**config.mk**
```make
export PLATFORM = sky130hd
export DESIGN_NAME = circle_point_generator_core
export DESIGN_NICKNAME = d
export VERILOG_FILES = /design/src/hw/rtl/cpg_pkg.sv /design/src/hw/rtl/cpg_front.sv /design/src/hw/rtl/cpg_queue.sv /design/src/hw/rtl/cpg_back.sv /design/src/hw/rtl/circle_point_generator_core.sv
export SDC_FILE = /design/constraint.sdc
export NUM_CORES = 1
export LEC_CHECK = 0
export ABC_AREA = 1
export BUFFER_PORTS_ARGS = -buffer_cell sky130_fd_sc_hd__clkbuf_2
export CELL_PAD_IN_SITES_DETAIL_PLACEMENT = 1
export CELL_PAD_IN_SITES_GLOBAL_PLACEMENT = 1
export CORE_MARGIN = 2
export CORE_UTILIZATION = 40
export CTS_CLUSTER_DIAMETER = 40
export DETAILED_ROUTE_END_ITERATION = 7
export GPL_TIMING_DRIVEN = 0
export PLACE_DENSITY_LB_ADDON = 0.1
export RECOVER_POWER = 25
export SYNTH_ARGS = -nofsm -noshare
export SYNTH_HDL_FRONTEND = slang
export SYNTH_SLANG_ARGS = --single-unit
```
**constraint.sdc**
```tcl
create_clock -name clk -period 4.9 [get_ports clk]
set_input_delay 0.98 -clock clk [delete_from_list [all_inputs] [get_ports clk]]
set_output_delay 0.98 -clock clk [all_outputs]
set_load 0.005 [all_outputs]
```
**src/hw/rtl/cpg_pkg.sv**
```systemverilog
package cpg_pkg;

	// point coordinate width
	localparam int COORD_BITS = 16;

	// state widths
	localparam int OFFSET_BITS = 15;
	localparam int DECISION_BITS = 18;
	localparam int CENTER_BITS = 15;
	localparam int RADIUS_BITS = 14;
	localparam int CFG_DATA_BITS = 15;
	localparam int CFG_INDEX_BITS = 2;

	// register indexes
	localparam logic [CFG_INDEX_BITS-1:0] REG_CENTER_X = 2'd0;
	localparam logic [CFG_INDEX_BITS-1:0] REG_CENTER_Y = 2'd1;
	localparam logic [CFG_INDEX_BITS-1:0] REG_RADIUS = 2'd2;

	// octant numbering
	localparam int OCTANT_BITS = 3;
	localparam logic [OCTANT_BITS-1:0] OCTANT_FIRST = 3'd0;
	localparam logic [OCTANT_BITS-1:0] OCTANT_LAST = 3'd7;

	// queue between front and back
	localparam int QUEUE_DEPTH = 2;
	localparam int QUEUE_PTR_BITS = (QUEUE_DEPTH > 1) ? $clog2(QUEUE_DEPTH) : 1;
	localparam int QUEUE_CNT_BITS = $clog2(QUEUE_DEPTH + 1);

	// one step ready for mirroring
	typedef struct packed {
		logic signed [OFFSET_BITS-1:0] offset_x;
		logic signed [OFFSET_BITS-1:0] offset_y;
		logic                          run_done;
	} step_entry_t;

	// queue handshake towards a producer or consumer
	typedef struct packed {
		logic full;
		logic empty;
	} queue_status_t;

endpackage

```
**src/hw/rtl/cpg_front.sv**
```systemverilog
module cpg_front (
	input  logic                                 clk,
	input  logic                                 arst_n,
	input  logic                                 accept,
	input  logic                                 begin_run,
	input  logic [cpg_pkg::RADIUS_BITS-1:0]      radius,
	output logic                                 push,
	output cpg_pkg::step_entry_t                 push_entry
);

	logic signed [cpg_pkg::OFFSET_BITS-1:0]   offset_x_q;
	logic signed [cpg_pkg::OFFSET_BITS-1:0]   offset_y_q;
	logic signed [cpg_pkg::DECISION_BITS-1:0] decision_q;
	logic                                     active_q;

	logic signed [cpg_pkg::OFFSET_BITS-1:0]   x_inc;
	logic signed [cpg_pkg::OFFSET_BITS-1:0]   y_dec;
	logic signed [cpg_pkg::DECISION_BITS-1:0] x_w;
	logic signed [cpg_pkg::DECISION_BITS-1:0] y_w;
	logic signed [cpg_pkg::DECISION_BITS-1:0] r_w;
	logic signed [cpg_pkg::OFFSET_BITS-1:0]   x_n;
	logic signed [cpg_pkg::OFFSET_BITS-1:0]   y_n;
	logic signed [cpg_pkg::DECISION_BITS-1:0] d_n;
	logic                                     active_n;

	// next step of the midpoint recurrence
	always_comb begin
		x_inc = offset_x_q + cpg_pkg::OFFSET_BITS'(1);
		y_dec = offset_y_q - cpg_pkg::OFFSET_BITS'(1);
		x_w = cpg_pkg::DECISION_BITS'(x_inc);
		r_w = signed'(cpg_pkg::DECISION_BITS'(radius));
		if (begin_run) begin
			x_n = '0;
			y_n = signed'(cpg_pkg::OFFSET_BITS'(radius));
			d_n = cpg_pkg::DECISION_BITS'(3) - (r_w <<< 1);
			y_w = '0;
		end else if (decision_q[cpg_pkg::DECISION_BITS-1]) begin
			x_n = x_inc;
			y_n = offset_y_q;
			y_w = '0;
			d_n = decision_q + (x_w <<< 2) + cpg_pkg::DECISION_BITS'(6);
		end else begin
			x_n = x_inc;
			y_n = y_dec;
			y_w = cpg_pkg::DECISION_BITS'(y_dec);
			d_n = decision_q + ((x_w - y_w) <<< 2) + cpg_pkg::DECISION_BITS'(10);
		end
		active_n = (x_n <= y_n);
	end

	// a plain step outside a run is dropped
	assign push = accept && (begin_run || active_q);
	assign push_entry.offset_x = x_n;
	assign push_entry.offset_y = y_n;
	assign push_entry.run_done = !active_n;

	// run state
	always_ff @(posedge clk or negedge arst_n) begin
		if (!arst_n) begin
			offset_x_q <= '0;
			offset_y_q <= '0;
			decision_q <= '0;
			active_q <= 1'b0;
		end else if (push) begin
			offset_x_q <= x_n;
			offset_y_q <= y_n;
			decision_q <= d_n;
			active_q <= active_n;
		end
	end

endmodule

```
**src/hw/rtl/cpg_queue.sv**
```systemverilog
module cpg_queue (
	input  logic                          clk,
	input  logic                          arst_n,
	input  logic                          push,
	input  cpg_pkg::step_entry_t          push_entry,
	input  logic                          pop,
	output cpg_pkg::step_entry_t          head,
	output cpg_pkg::queue_status_t        status
);

	cpg_pkg::step_entry_t                     entries_q [cpg_pkg::QUEUE_DEPTH];
	logic [cpg_pkg::QUEUE_PTR_BITS-1:0]       wr_ptr_q;
	logic [cpg_pkg::QUEUE_PTR_BITS-1:0]       rd_ptr_q;
	logic [cpg_pkg::QUEUE_CNT_BITS-1:0]       count_q;
	logic                                     do_push;
	logic                                     do_pop;

	assign status.full = (count_q == cpg_pkg::QUEUE_CNT_BITS'(cpg_pkg::QUEUE_DEPTH));
	assign status.empty = (count_q == '0);
	assign do_push = push && !status.full;
	assign do_pop = pop && !status.empty;
	assign head = entries_q[rd_ptr_q];

	// storage
	always_ff @(posedge clk) begin
		if (do_push) begin
			entries_q[wr_ptr_q] <= push_entry;
		end
	end

	// pointers and fill count
	always_ff @(posedge clk or negedge arst_n) begin
		if (!arst_n) begin
			wr_ptr_q <= '0;
			rd_ptr_q <= '0;
			count_q <= '0;
		end else begin
			if (do_push) begin
				if (wr_ptr_q == cpg_pkg::QUEUE_PTR_BITS'(cpg_pkg::QUEUE_DEPTH - 1)) begin
					wr_ptr_q <= '0;
				end else begin
					wr_ptr_q <= wr_ptr_q + cpg_pkg::QUEUE_PTR_BITS'(1);
				end
			end
			if (do_pop) begin
				if (rd_ptr_q == cpg_pkg::QUEUE_PTR_BITS'(cpg_pkg::QUEUE_DEPTH - 1)) begin
					rd_ptr_q <= '0;
				end else begin
					rd_ptr_q <= rd_ptr_q + cpg_pkg::QUEUE_PTR_BITS'(1);
				end
			end
			if (do_push && !do_pop) begin
				count_q <= count_q + cpg_pkg::QUEUE_CNT_BITS'(1);
			end else if (do_pop && !do_push) begin
				count_q <= count_q - cpg_pkg::QUEUE_CNT_BITS'(1);
			end
		end
	end

endmodule

```
**src/hw/rtl/cpg_back.sv**
```systemverilog
module cpg_back (
	input  logic                                   clk,
	input  logic                                   arst_n,
	input  logic signed [cpg_pkg::CENTER_BITS-1:0] center_x,
	input  logic signed [cpg_pkg::CENTER_BITS-1:0] center_y,
	input  cpg_pkg::step_entry_t                   head,
	input  cpg_pkg::queue_status_t                 status,
	output logic                                   pop,
	output logic                                   out_valid,
	input  logic                                   out_stall,
	output logic signed [cpg_pkg::COORD_BITS-1:0]  point_x,
	output logic signed [cpg_pkg::COORD_BITS-1:0]  point_y,
	output logic [cpg_pkg::OCTANT_BITS-1:0]        octant,
	output logic                                   last_of_step,
	output logic                                   run_done
);

	cpg_pkg::step_entry_t                     entry_q;
	logic                                     busy_q;
	logic [cpg_pkg::OCTANT_BITS-1:0]          oct_q;
	logic                                     out_valid_q;
	logic signed [cpg_pkg::COORD_BITS-1:0]    point_x_q;
	logic signed [cpg_pkg::COORD_BITS-1:0]    point_y_q;
	logic [cpg_pkg::OCTANT_BITS-1:0]          octant_q;
	logic                                     last_q;
	logic                                     done_q;

	logic                                     load;
	logic                                     step_end;
	logic signed [cpg_pkg::OFFSET_BITS-1:0]   off_a;
	logic signed [cpg_pkg::OFFSET_BITS-1:0]   off_b;
	logic signed [cpg_pkg::OFFSET_BITS+1:0]   sum_x;
	logic signed [cpg_pkg::OFFSET_BITS+1:0]   sum_y;

	// output register free or being drained
	assign load = busy_q && (!out_valid_q || !out_stall);
	assign step_end = load && (oct_q == cpg_pkg::OCTANT_LAST);
	assign pop = !status.empty && (!busy_q || step_end);

	// mirror the offsets: bit 2 swaps, bit 0 negates x part, bit 1 negates y part
	always_comb begin
		off_a = oct_q[2] ? entry_q.offset_y : entry_q.offset_x;
		off_b = oct_q[2] ? entry_q.offset_x : entry_q.offset_y;
		if (oct_q[0]) begin
			sum_x = (cpg_pkg::OFFSET_BITS+2)'(center_x) - (cpg_pkg::OFFSET_BITS+2)'(off_a);
		end else begin
			sum_x = (cpg_pkg::OFFSET_BITS+2)'(center_x) + (cpg_pkg::OFFSET_BITS+2)'(off_a);
		end
		if (oct_q[1]) begin
			sum_y = (cpg_pkg::OFFSET_BITS+2)'(center_y) - (cpg_pkg::OFFSET_BITS+2)'(off_b);
		end else begin
			sum_y = (cpg_pkg::OFFSET_BITS+2)'(center_y) + (cpg_pkg::OFFSET_BITS+2)'(off_b);
		end
	end

	// current step and octant sequencer
	always_ff @(posedge clk or negedge arst_n) begin
		if (!arst_n) begin
			busy_q <= 1'b0;
			oct_q <= cpg_pkg::OCTANT_FIRST;
		end else if (pop) begin
			busy_q <= 1'b1;
			oct_q <= cpg_pkg::OCTANT_FIRST;
		end else if (step_end) begin
			busy_q <= 1'b0;
			oct_q <= cpg_pkg::OCTANT_FIRST;
		end else if (load) begin
			oct_q <= oct_q + cpg_pkg::OCTANT_BITS'(1);
		end
	end

	always_ff @(posedge clk) begin
		if (pop) begin
			entry_q <= head;
		end
	end

	// output valid
	always_ff @(posedge clk or negedge arst_n) begin
		if (!arst_n) begin
			out_valid_q <= 1'b0;
		end else begin
			out_valid_q <= load || (out_valid_q && out_stall);
		end
	end

	// output payload
	always_ff @(posedge clk) begin
		if (load) begin
			point_x_q <= cpg_pkg::COORD_BITS'(sum_x);
			point_y_q <= cpg_pkg::COORD_BITS'(sum_y);
			octant_q <= oct_q;
			last_q <= (oct_q == cpg_pkg::OCTANT_LAST);
			done_q <= entry_q.run_done;
		end
	end

	assign out_valid = out_valid_q;
	assign point_x = point_x_q;
	assign point_y = point_y_q;
	assign octant = octant_q;
	assign last_of_step = last_q;
	assign run_done = done_q;

endmodule

```
**src/hw/rtl/circle_point_generator_core.sv**
```systemverilog
// Midpoint circle rasteriser with eight-way symmetry.
// Configuration: write center_x (index 0), center_y (index 1) and
// circle_radius (index 2) through cfg_write / cfg_index / cfg_data while
// the block is idle. Writes to other indexes are ignored.
// Request channel: in_valid / in_stall carries begin_run. A request with
// begin_run set starts a circle at (0, radius); a request with it clear
// advances one step of the current run, and is dropped once the run is over.
// Result channel: out_valid / out_stall carries eight points per step, in
// octant order 0 to 7, last_of_step on the eighth, run_done on all eight
// points of the step after which x exceeds y.
// Path: step queue, then the back's step register, then the result register.
// Throughput: one point per cycle while out_stall is low and a step is
// queued, set by the single result register; the front updates the run state
// in the cycle a request is taken; a two-entry step queue lets it run ahead.
// Reset clears run state, config, out_valid and queue; no run is active.
// While out_valid and out_stall are high the point on the outputs holds,
// the back stops and in_stall rises once the step queue is full.
module circle_point_generator_core (
	input  logic                                   clk,
	input  logic                                   arst_n,
	input  logic                                   cfg_write,
	input  logic [cpg_pkg::CFG_INDEX_BITS-1:0]     cfg_index,
	input  logic [cpg_pkg::CFG_DATA_BITS-1:0]      cfg_data,
	input  logic                                   in_valid,
	output logic                                   in_stall,
	input  logic                                   begin_run,
	output logic                                   out_valid,
	input  logic                                   out_stall,
	output logic signed [cpg_pkg::COORD_BITS-1:0]  point_x,
	output logic signed [cpg_pkg::COORD_BITS-1:0]  point_y,
	output logic [cpg_pkg::OCTANT_BITS-1:0]        octant,
	output logic                                   last_of_step,
	output logic                                   run_done
);

	logic signed [cpg_pkg::CENTER_BITS-1:0] center_x_q;
	logic signed [cpg_pkg::CENTER_BITS-1:0] center_y_q;
	logic [cpg_pkg::RADIUS_BITS-1:0]        radius_q;

	logic                   accept;
	logic                   push;
	logic                   pop;
	cpg_pkg::step_entry_t   push_entry;
	cpg_pkg::step_entry_t   head;
	cpg_pkg::queue_status_t status;

	// configuration registers
	always_ff @(posedge clk or negedge arst_n) begin
		if (!arst_n) begin
			center_x_q <= '0;
			center_y_q <= '0;
			radius_q <= '0;
		end else if (cfg_write) begin
			unique case (cfg_index)
				cpg_pkg::REG_CENTER_X: center_x_q <= signed'(cfg_data);
				cpg_pkg::REG_CENTER_Y: center_y_q <= signed'(cfg_data);
				cpg_pkg::REG_RADIUS: radius_q <= cfg_data[cpg_pkg::RADIUS_BITS-1:0];
				default: ;
			endcase
		end
	end

	// request handshake
	assign in_stall = status.full;
	assign accept = in_valid && !in_stall;

	cpg_front u_front (
		.clk        (clk),
		.arst_n     (arst_n),
		.accept     (accept),
		.begin_run  (begin_run),
		.radius     (radius_q),
		.push       (push),
		.push_entry (push_entry)
	);

	cpg_queue u_queue (
		.clk        (clk),
		.arst_n     (arst_n),
		.push       (push),
		.push_entry (push_entry),
		.pop        (pop),
		.head       (head),
		.status     (status)
	);

	cpg_back u_back (
		.clk          (clk),
		.arst_n       (arst_n),
		.center_x     (center_x_q),
		.center_y     (center_y_q),
		.head         (head),
		.status       (status),
		.pop          (pop),
		.out_valid    (out_valid),
		.out_stall    (out_stall),
		.point_x      (point_x),
		.point_y      (point_y),
		.octant       (octant),
		.last_of_step (last_of_step),
		.run_done     (run_done)
	);

	// the eighth point closes a step
	assert property (@(posedge clk) disable iff (!arst_n)
		out_valid && last_of_step |-> octant == cpg_pkg::OCTANT_LAST)
		else $error("last_of_step away from the final octant");

	// points within a step follow back to back in octant order
	assert property (@(posedge clk) disable iff (!arst_n)
		out_valid && !out_stall && !last_of_step |=>
		out_valid && octant == $past(octant) + cpg_pkg::OCTANT_BITS'(1))
		else $error("gap or skip inside a step");

	// run_done is the same on every point of one step
	assert property (@(posedge clk) disable iff (!arst_n)
		out_valid && !out_stall && !last_of_step |=> run_done == $past(run_done))
		else $error("run_done changed inside a step");

endmodule
```
**Yosys cells after proc, flatten, opt, wreduce, memory -nomap -nowiden**

Memory sizes are Yosys's and may differ from the RTL's. A register that Yosys moved wholly into a read port is not among the register bits.
Index checks and enable logic that the tools add are counted.
Widths: inputs -> output; s select.

- Reduce and logical (&&, ||, !) cells: 30
- $add $sub $neg: 17
- Eq/ne operators: 4
- Muxes and demuxes: 20
- $lt $le $gt $ge: 1

Operator list:

| cell | count |
|---|---|
| $mux 15 | 5 |
| $sub 15x15->16 | 3 |
| $mux 18 | 2 |
| $add 15x15->16 | 2 |
| $mux 16 | 2 |
| $add 18x17->18 | 1 |
| $add 18x18->18 | 1 |
| $add 18x4->18 const B | 1 |
| $add 18x5->18 const B | 1 |
| $sub 2x15->16 const A | 1 |
| $add 15x2->15 const B | 1 |
| $le 15x15->1 | 1 |
| $sub 15x2->15 const B | 1 |
| $logic_and 1x1->1 | 10 |
| $mux 3 | 3 |
| $logic_not 1->1 | 8 |
| $mux 1 | 6 |
| $reduce_and 2->1 | 3 |
| $eq 2x2->1 const B | 2 |
| $logic_not 2->1 | 2 |
| $logic_or 1x1->1 | 4 |
| $mux 2 | 2 |
| $reduce_bool 2->1 | 2 |
| $add 3x1->3 const B | 1 |
| other kinds (6) | 7 |

- Memories kept: 1
- RAM bits: 62
- Bits of input ports: 23
- Register bits after elaboration: 139

Memories:

| memory | words | width | read ports | clocked after Yosys merged registers in | wr ports | line | text |
|---|---|---|---|---|---|---|---|
| u_queue.entries_q | 2 | 31 | 1 | 1 | 1 | cpg_queue.sv:11 | `cpg_pkg::step_entry_t entries_q [cpg_pkg::QUEUE_DEPTH];` |

**Longest topological paths before layout**

- Depth after elaboration: 10
- Gate-level depth with buffers: 31
- Gate-level depth less buffers: 31

**Modules after synthesis**

Synthesis repeated with hierarchy kept, for this count alone.

- Cells, all modules: 1998
- Area total of the unflattened synthesis: 15827.7 um^2

By module, submodules not included:

| module | instances | cells an instance | sequential area each (um^2) | area an instance (um^2) |
|---|---|---|---|---|
| cpg_front | 1 | 1009 | 1201.2 | 6448.7 |
| cpg_back | 1 | 596 | 2167.1 | 4979.8 |
| cpg_queue | 1 | 194 | 1961.9 | 2492.4 |
| circle_point_generator_core | 1 | 199 | 1101.1 | 1906.8 |

**Least setup slack after synthesis**

No wires, ideal clock.

- Path type: flip-flop to flip-flop
- Start: register u_front.offset_y_q[0] in the netlist's numbering
- End: register u_front.decision_q[17] in the netlist's numbering
- Cell stages (with the launch flop): 30
- Period minus slack after synthesis: 3877 ps
- Buffers on the path: 0
- Library setup time: 77 ps
- Data required time: 4823 ps
- Setup slack: 1023 ps
- Arrival: 3800 ps
- Cells stage by stage: dfrtp_1 -> clkinv_1 -> ha_1 -> inv_1 -> nor2_1 -> inv_1 -> nand2_1 -> nand2_1 -> inv_1 -> ha_1 -> nand2_1 -> nand2_1 -> a21oi_1 -> nand2_1 -> a21oi_1 -> o21ai_0 -> a21oi_1 -> xnor2_1 -> ha_1 -> ha_1 -> nand2_1 -> nor2_1 -> and3_1 -> a21oi_1 -> inv_1 -> nand2_1 -> nand3_1 -> nand2_1 -> nand2_1 -> a21oi_1

- Longest elaborated chain between the ends: 6

RTL lines:

| item | line | text |
|---|---|---|
| start: declaration | cpg_front.sv:12 | `logic signed [cpg_pkg::OFFSET_BITS-1:0] offset_y_q;` |
| start signal: assignment | cpg_front.sv:66 | `offset_y_q <= y_n;` |
| $sub 15x2->15 | cpg_front.sv:29 | `y_dec = offset_y_q - cpg_pkg::OFFSET_BITS'(1);` |
| $sub 15x15->16 | cpg_front.sv:46 | `d_n = decision_q + ((x_w - y_w) <<< 2) + cpg_pkg::DECISION_BITS'(10);` |
| $add 18x18->18 | cpg_front.sv:46 |  |
| $add 18x5->18 | cpg_front.sv:46 |  |
| $mux 18 | cpg_front.sv:37 | `end else if (decision_q[cpg_pkg::DECISION_BITS-1]) begin` |
| $mux 18 | cpg_front.sv:32 | `if (begin_run) begin` |
| end signal: assignment | cpg_front.sv:67 | `decision_q <= d_n;` |
| end: declaration | cpg_front.sv:13 | `logic signed [cpg_pkg::DECISION_BITS-1:0] decision_q;` |

Every way passes these cells.
A chain may end at the register's enable or synchronous reset.

**Worst setup path in the final report**

- Start: register u_front.offset_x_q[0] in the netlist's numbering
- End: register u_front.decision_q[16] in the netlist's numbering

- Longest elaborated chain between the ends: 6

RTL lines:

| item | line | text |
|---|---|---|
| start: declaration | cpg_front.sv:11 | `logic signed [cpg_pkg::OFFSET_BITS-1:0] offset_x_q;` |
| start signal: assignment | cpg_front.sv:65 | `offset_x_q <= x_n;` |
| $add 15x2->15 * | cpg_front.sv:28 | `x_inc = offset_x_q + cpg_pkg::OFFSET_BITS'(1);` |
| $sub 15x15->16 | cpg_front.sv:46 |  |
| $add 18x18->18 | cpg_front.sv:46 |  |
| $add 18x5->18 | cpg_front.sv:46 |  |
| $mux 18 * | cpg_front.sv:37 |  |
| $mux 18 * | cpg_front.sv:32 |  |

Every way passes the cells marked *; elsewhere a longest branch is shown, timed or not.

==> results by stage <==
Run status:
- The run finished, with violations left.
- The final reports fail on capacitance limit, slew limit.

Finish:
- The fraction of final layout cells with drive strength greater than 1 is 9.63%.
- The most common library cell in the layout ignoring fill and taps is nand2_1.
- Compared with the post-synthesis result, the final layout area differs by 16.6%.
- In the layout the commonest cells are nand2_1 (525), inv_1 (240), o21ai_0 (158).
- The final net count is approximately 2100.
- The number of inserted diodes is 0.

Floorplanning:
- For this configuration, the core starts out at a cell density of around two fifths.
- After floorplanning, the core was divided into 71 placement rows.
- The floorplan step set the die width to a little under 200 um.
- The die span in y is 199 um.
- For this design the top-level I/O count stands at 62.
- The die covers 39500 sq um.
- In this run the standard cell core region covers 37500 sq um.

Synth:
- In this run the cell area of the synthesized design comes to about 15000 sq um.
- The combinational family with the most area after synthesis is simple AND/OR/NAND/NOR gates.
- The register area share after synthesis is a little over two fifths.
- After Yosys synthesis, XOR and XNOR cells account for 5.13% of the synthesized area.
- The count of flip-flops with a built-in enable after synthesis is 130.
- Of the total synthesized cell area, the portion taken by AND, OR, NAND and NOR gates is 21.7%.
- The number of distinct library cell variants in the gate-level netlist after synthesis is 46.
- The most used flip-flop cell after synthesis is edfxtp_1.
- The total of warnings raised by yosys is 0.
- The number of register bits inferred by synthesis is 231.
- The compound-gate portion of the synthesized area is 12.2%.
- The mean instance size in the synthesized netlist is 8.07 sq um.
- Synthesis produced a netlist with a net count of 2038.
- Multiplexer cells account for 0% of the synthesized area.
- Summed over its instances, the top area cell type makes up 25.7% of the synthesized netlist area.
- Summed over all instances, the cell type with the most area after synthesis is edfxtp_1.
- Summing the areas of all fa, ha and maj instances in the mapped netlist gives between 10% and 20% of the synthesized area.
- By area the synthesized netlist is led by edfxtp_1 (26%), dfrtp_1 (17%), nand2_1 (13%), ha_1 (11%), inv_1 (6.0%).
- Counting flops with an async set or reset pin after synthesis yields a share of 43.7%.
- The count of mapped cells out of synthesis is 1882.

Clocking:
- The hold buffer count at CTS is 0.
- The tree built by TritonCTS fans out to 231 sinks.
- The clock tree from TritonCTS is built.
- The clock tree synthesis step divided the H-tree into 2 levels.
- Counting along the longest clock path gives a buffer depth of 3.
- After clock tree synthesis, the clock-pin slew on the worst setup and hold paths is 0.05 ns.
- The tree is rooted in a clkbuf_16.
- The clock latency at the later pin of the worst-skew pair is 0.58 ns.
- The number of clock buffers added by TritonCTS is 43.

Timing:
- The setup TNS is 0 ns.
- The max-slew headroom at the worst pin is -87.7%.
- After layout, the minimum clock period comes to ~4.6 ns.
- The maximum clock skew at final layout is about 0.022 ns.
- The total count of max-transition violations in the final report is about 100.
- For the pin with the worst max-slew slack, the measured transition is roughly 2.8 ns.
- Setup violations remaining at the end of the flow were counted as 0.
- The share of the cycle needed by the critical path after routing is 93.5%.
- The number of failing hold endpoints at the final stage is 0.
- The maximum operating frequency is 218 MHz.
- The final worst-path setup slack is 0.319 ns.

Critical path:
- The destination of the worst register-to-register timing path is u_front.decision_q[16].
- Along the worst path, the maximum fanout reaches 6.
- The slowest stage of the critical path is the dfrtp_2 cell.
- For this run, the slowest stage of the critical path takes 0.44 ns.
- By instance count, the cell type seen most on the critical path is nand2_1.
- The startpoint identified for the worst register-to-register timing path is u_front.offset_x_q[0].
- STA classifies the critical path startpoint as a register.
- The worst setup path is of the reg2reg kind.
- The kind of capture point of the worst setup path is a register.
- Counting cells, the worst reg-to-reg path comes to 25.
- The endpoint arrival time on the critical path is 5.07 ns.
- The endpoint required time on the critical path is 5.38 ns.
- The worst register-to-register path has a setup slack of 0.32 ns.

Min path:
- The worst hold path passes through 0 cells.
- For hold timing, the worst endpoint is u_back.run_done.
- The class of the worst hold path is reg2reg.
- The worst min-delay path startpoint is u_back.entry_q[0].

Route:
- After detailed routing, the number of remaining DRC violations is 0.
- The per-cell via count in the routed design is 5.17.
- The routed via count is 13113.
- The count of antenna-violating nets left after detailed routing is 0.
- The iteration count of the initial detailed-routing pass is 5.
- The final layout contains routed wiring with a total length of between 40000 and 50000 um.
- After detailed routing, the average wire length per cell comes to 19.1 um.
- In this run, the number of DRC markers left after iteration 0 of detailed routing was 600.

Placed design:
- The number of I/O port buffers is just over 60.
- The detailed placement HPWL is 38200 um.
- The pre-CTS setup slack is -0.225 ns.
- The placer's final routability congestion estimate is 0.895.

GRT:
- The largest net degree at the start of global routing is 102.
- The initial antenna violation count is 0.
- The via count of the first global-routing pass is around 14000.
- The total global-route track usage is 25.1%.
- The first global-routing pass estimated around 75000 um of wire.
- For this run the aggregate overflow at the end of global routing stands at 0.

Run:
- The number of maximum-capacitance violations is 1.
[through the flow]
step,cells,area [sq um],hold slack (ns),util (%)
after floorplan,1882,15200,0.400,-
after global placement,2454,16100,0.434,43.0
after detailed placement,2457,16200,0.434,43.3
after CTS,2535,17700,0.443,47.1
after global routing,2535,17700,0.448,47.2
final,2535,17700,0.441,47.2
[synthesized netlist by cell type (4+ instances only)]
master	n
nand2_1	527
inv_1	241
o21ai_0	162
edfxtp_1	130
ha_1	128
nor2_1	120
a21oi_1	111
dfrtp_1	101
nand3_1	84
xor2_1	67
clkbuf_1	36
xnor2_1	22
o21ai_1	14
nand4_1	13
nand3b_1	12
or2_2	11
nor3_1	10
a21boi_0	7
a21o_1	7
a31oi_1	6
o21ai_2	6
a22oi_1	5
buf_6	5
fa_1	5
o211ai_1	5
o21bai_1	5
buf_1	4
[flip-flops by register name, summed over array words and instances (netlist names)]
signal and flops:
u_queue.rd_ptr_q 1, u_queue.wr_ptr_q 1, u_back.point_x 16, u_front.decision_q 17, u_back.last_of_step 1, u_queue.entries_q 62
u_back.entry_q 31, u_back.out_valid 1, u_back.run_done 1, u_front.offset_x_q 15, center_y_q 15, u_back.busy_q 1
u_front.active_q 1, u_queue.count_q 2, u_front.offset_y_q 15, u_back.octant 3, u_back.point_y 16, radius_q 14
center_x_q 15, u_back.oct_q 3
[worst max-delay path, delay by kind of cell, from the launching register on]
family                   cells  cell delay [ns]
adder cells (fa/ha/maj)      4             1.31
AND/OR/NAND/NOR             12             1.39
AO/OA/AOI/OAI                5             0.85
XOR/XNOR                     1             0.21
flip-flops                   1             0.44
buffers and inverters        3             0.29
[what timing repair did]
action / in CTS / in global routing
pin swaps: 0 / 2
setup endpoints to repair: 5 / 7
buffers inserted: 0 / 0
gates cloned: 0 / 0
gates resized for setup: 5 / 25
[final cells by class]
type | instances | area (sq um)
clock buffers | 54 | 1170
multi-input cells | 1360 | 7740
well taps | 511 | 639
fillers | 4568 | 19800
plain buffers | 47 | 216
flip-flops and latches | 231 | 6430
inverters | 244 | 918
repair buffers | 64 | 354
clock inverters | 24 | 234
[how the worst max path moves through the flow]
stage / startpoint / to / slack, ns / cells past startpoint
6_report: u_front.offset_x_q[0] / u_front.decision_q[16] / 0.32 / 25
5_1_grt: u_front.offset_x_q[0] / u_front.decision_q[14] / -0.004 / 27
4_1_cts: u_front.offset_x_q[2] / u_front.decision_q[17] / 0.009 / 29
3_5_place_dp: u_front.offset_x_q[0] / u_front.decision_q[17] / -0.22 / 27
3_3_place_gp: u_front.offset_x_q[0] / u_front.decision_q[17] / -0.16 / 27
2_1_floorplan: u_front.offset_y_q[0] / u_front.decision_q[17] / 1.02 / 29
[layer usage]
metal	vias to the layer above	global-route usage, %	wire length [um]
li1	6439	-	-
met1	6326	31.0	21400
met2	233	43.3	23400
met3	115	3.32	1540
met4	0	11.6	2120
met5	-	0	0
[logic make-up (layout without fill, tap and decap cells)]
kind of cell    count (synthesis)  count (layout)
xor+xnor                       89              89
simple gates                  797             797
flops                         231             231
compound gates                341             341
buf+inv                       291             433
fa+ha+maj                     133             133
Power is not shown: default switching activity piles up to over one toggle a cycle in this logic, so the estimate is an artifact.
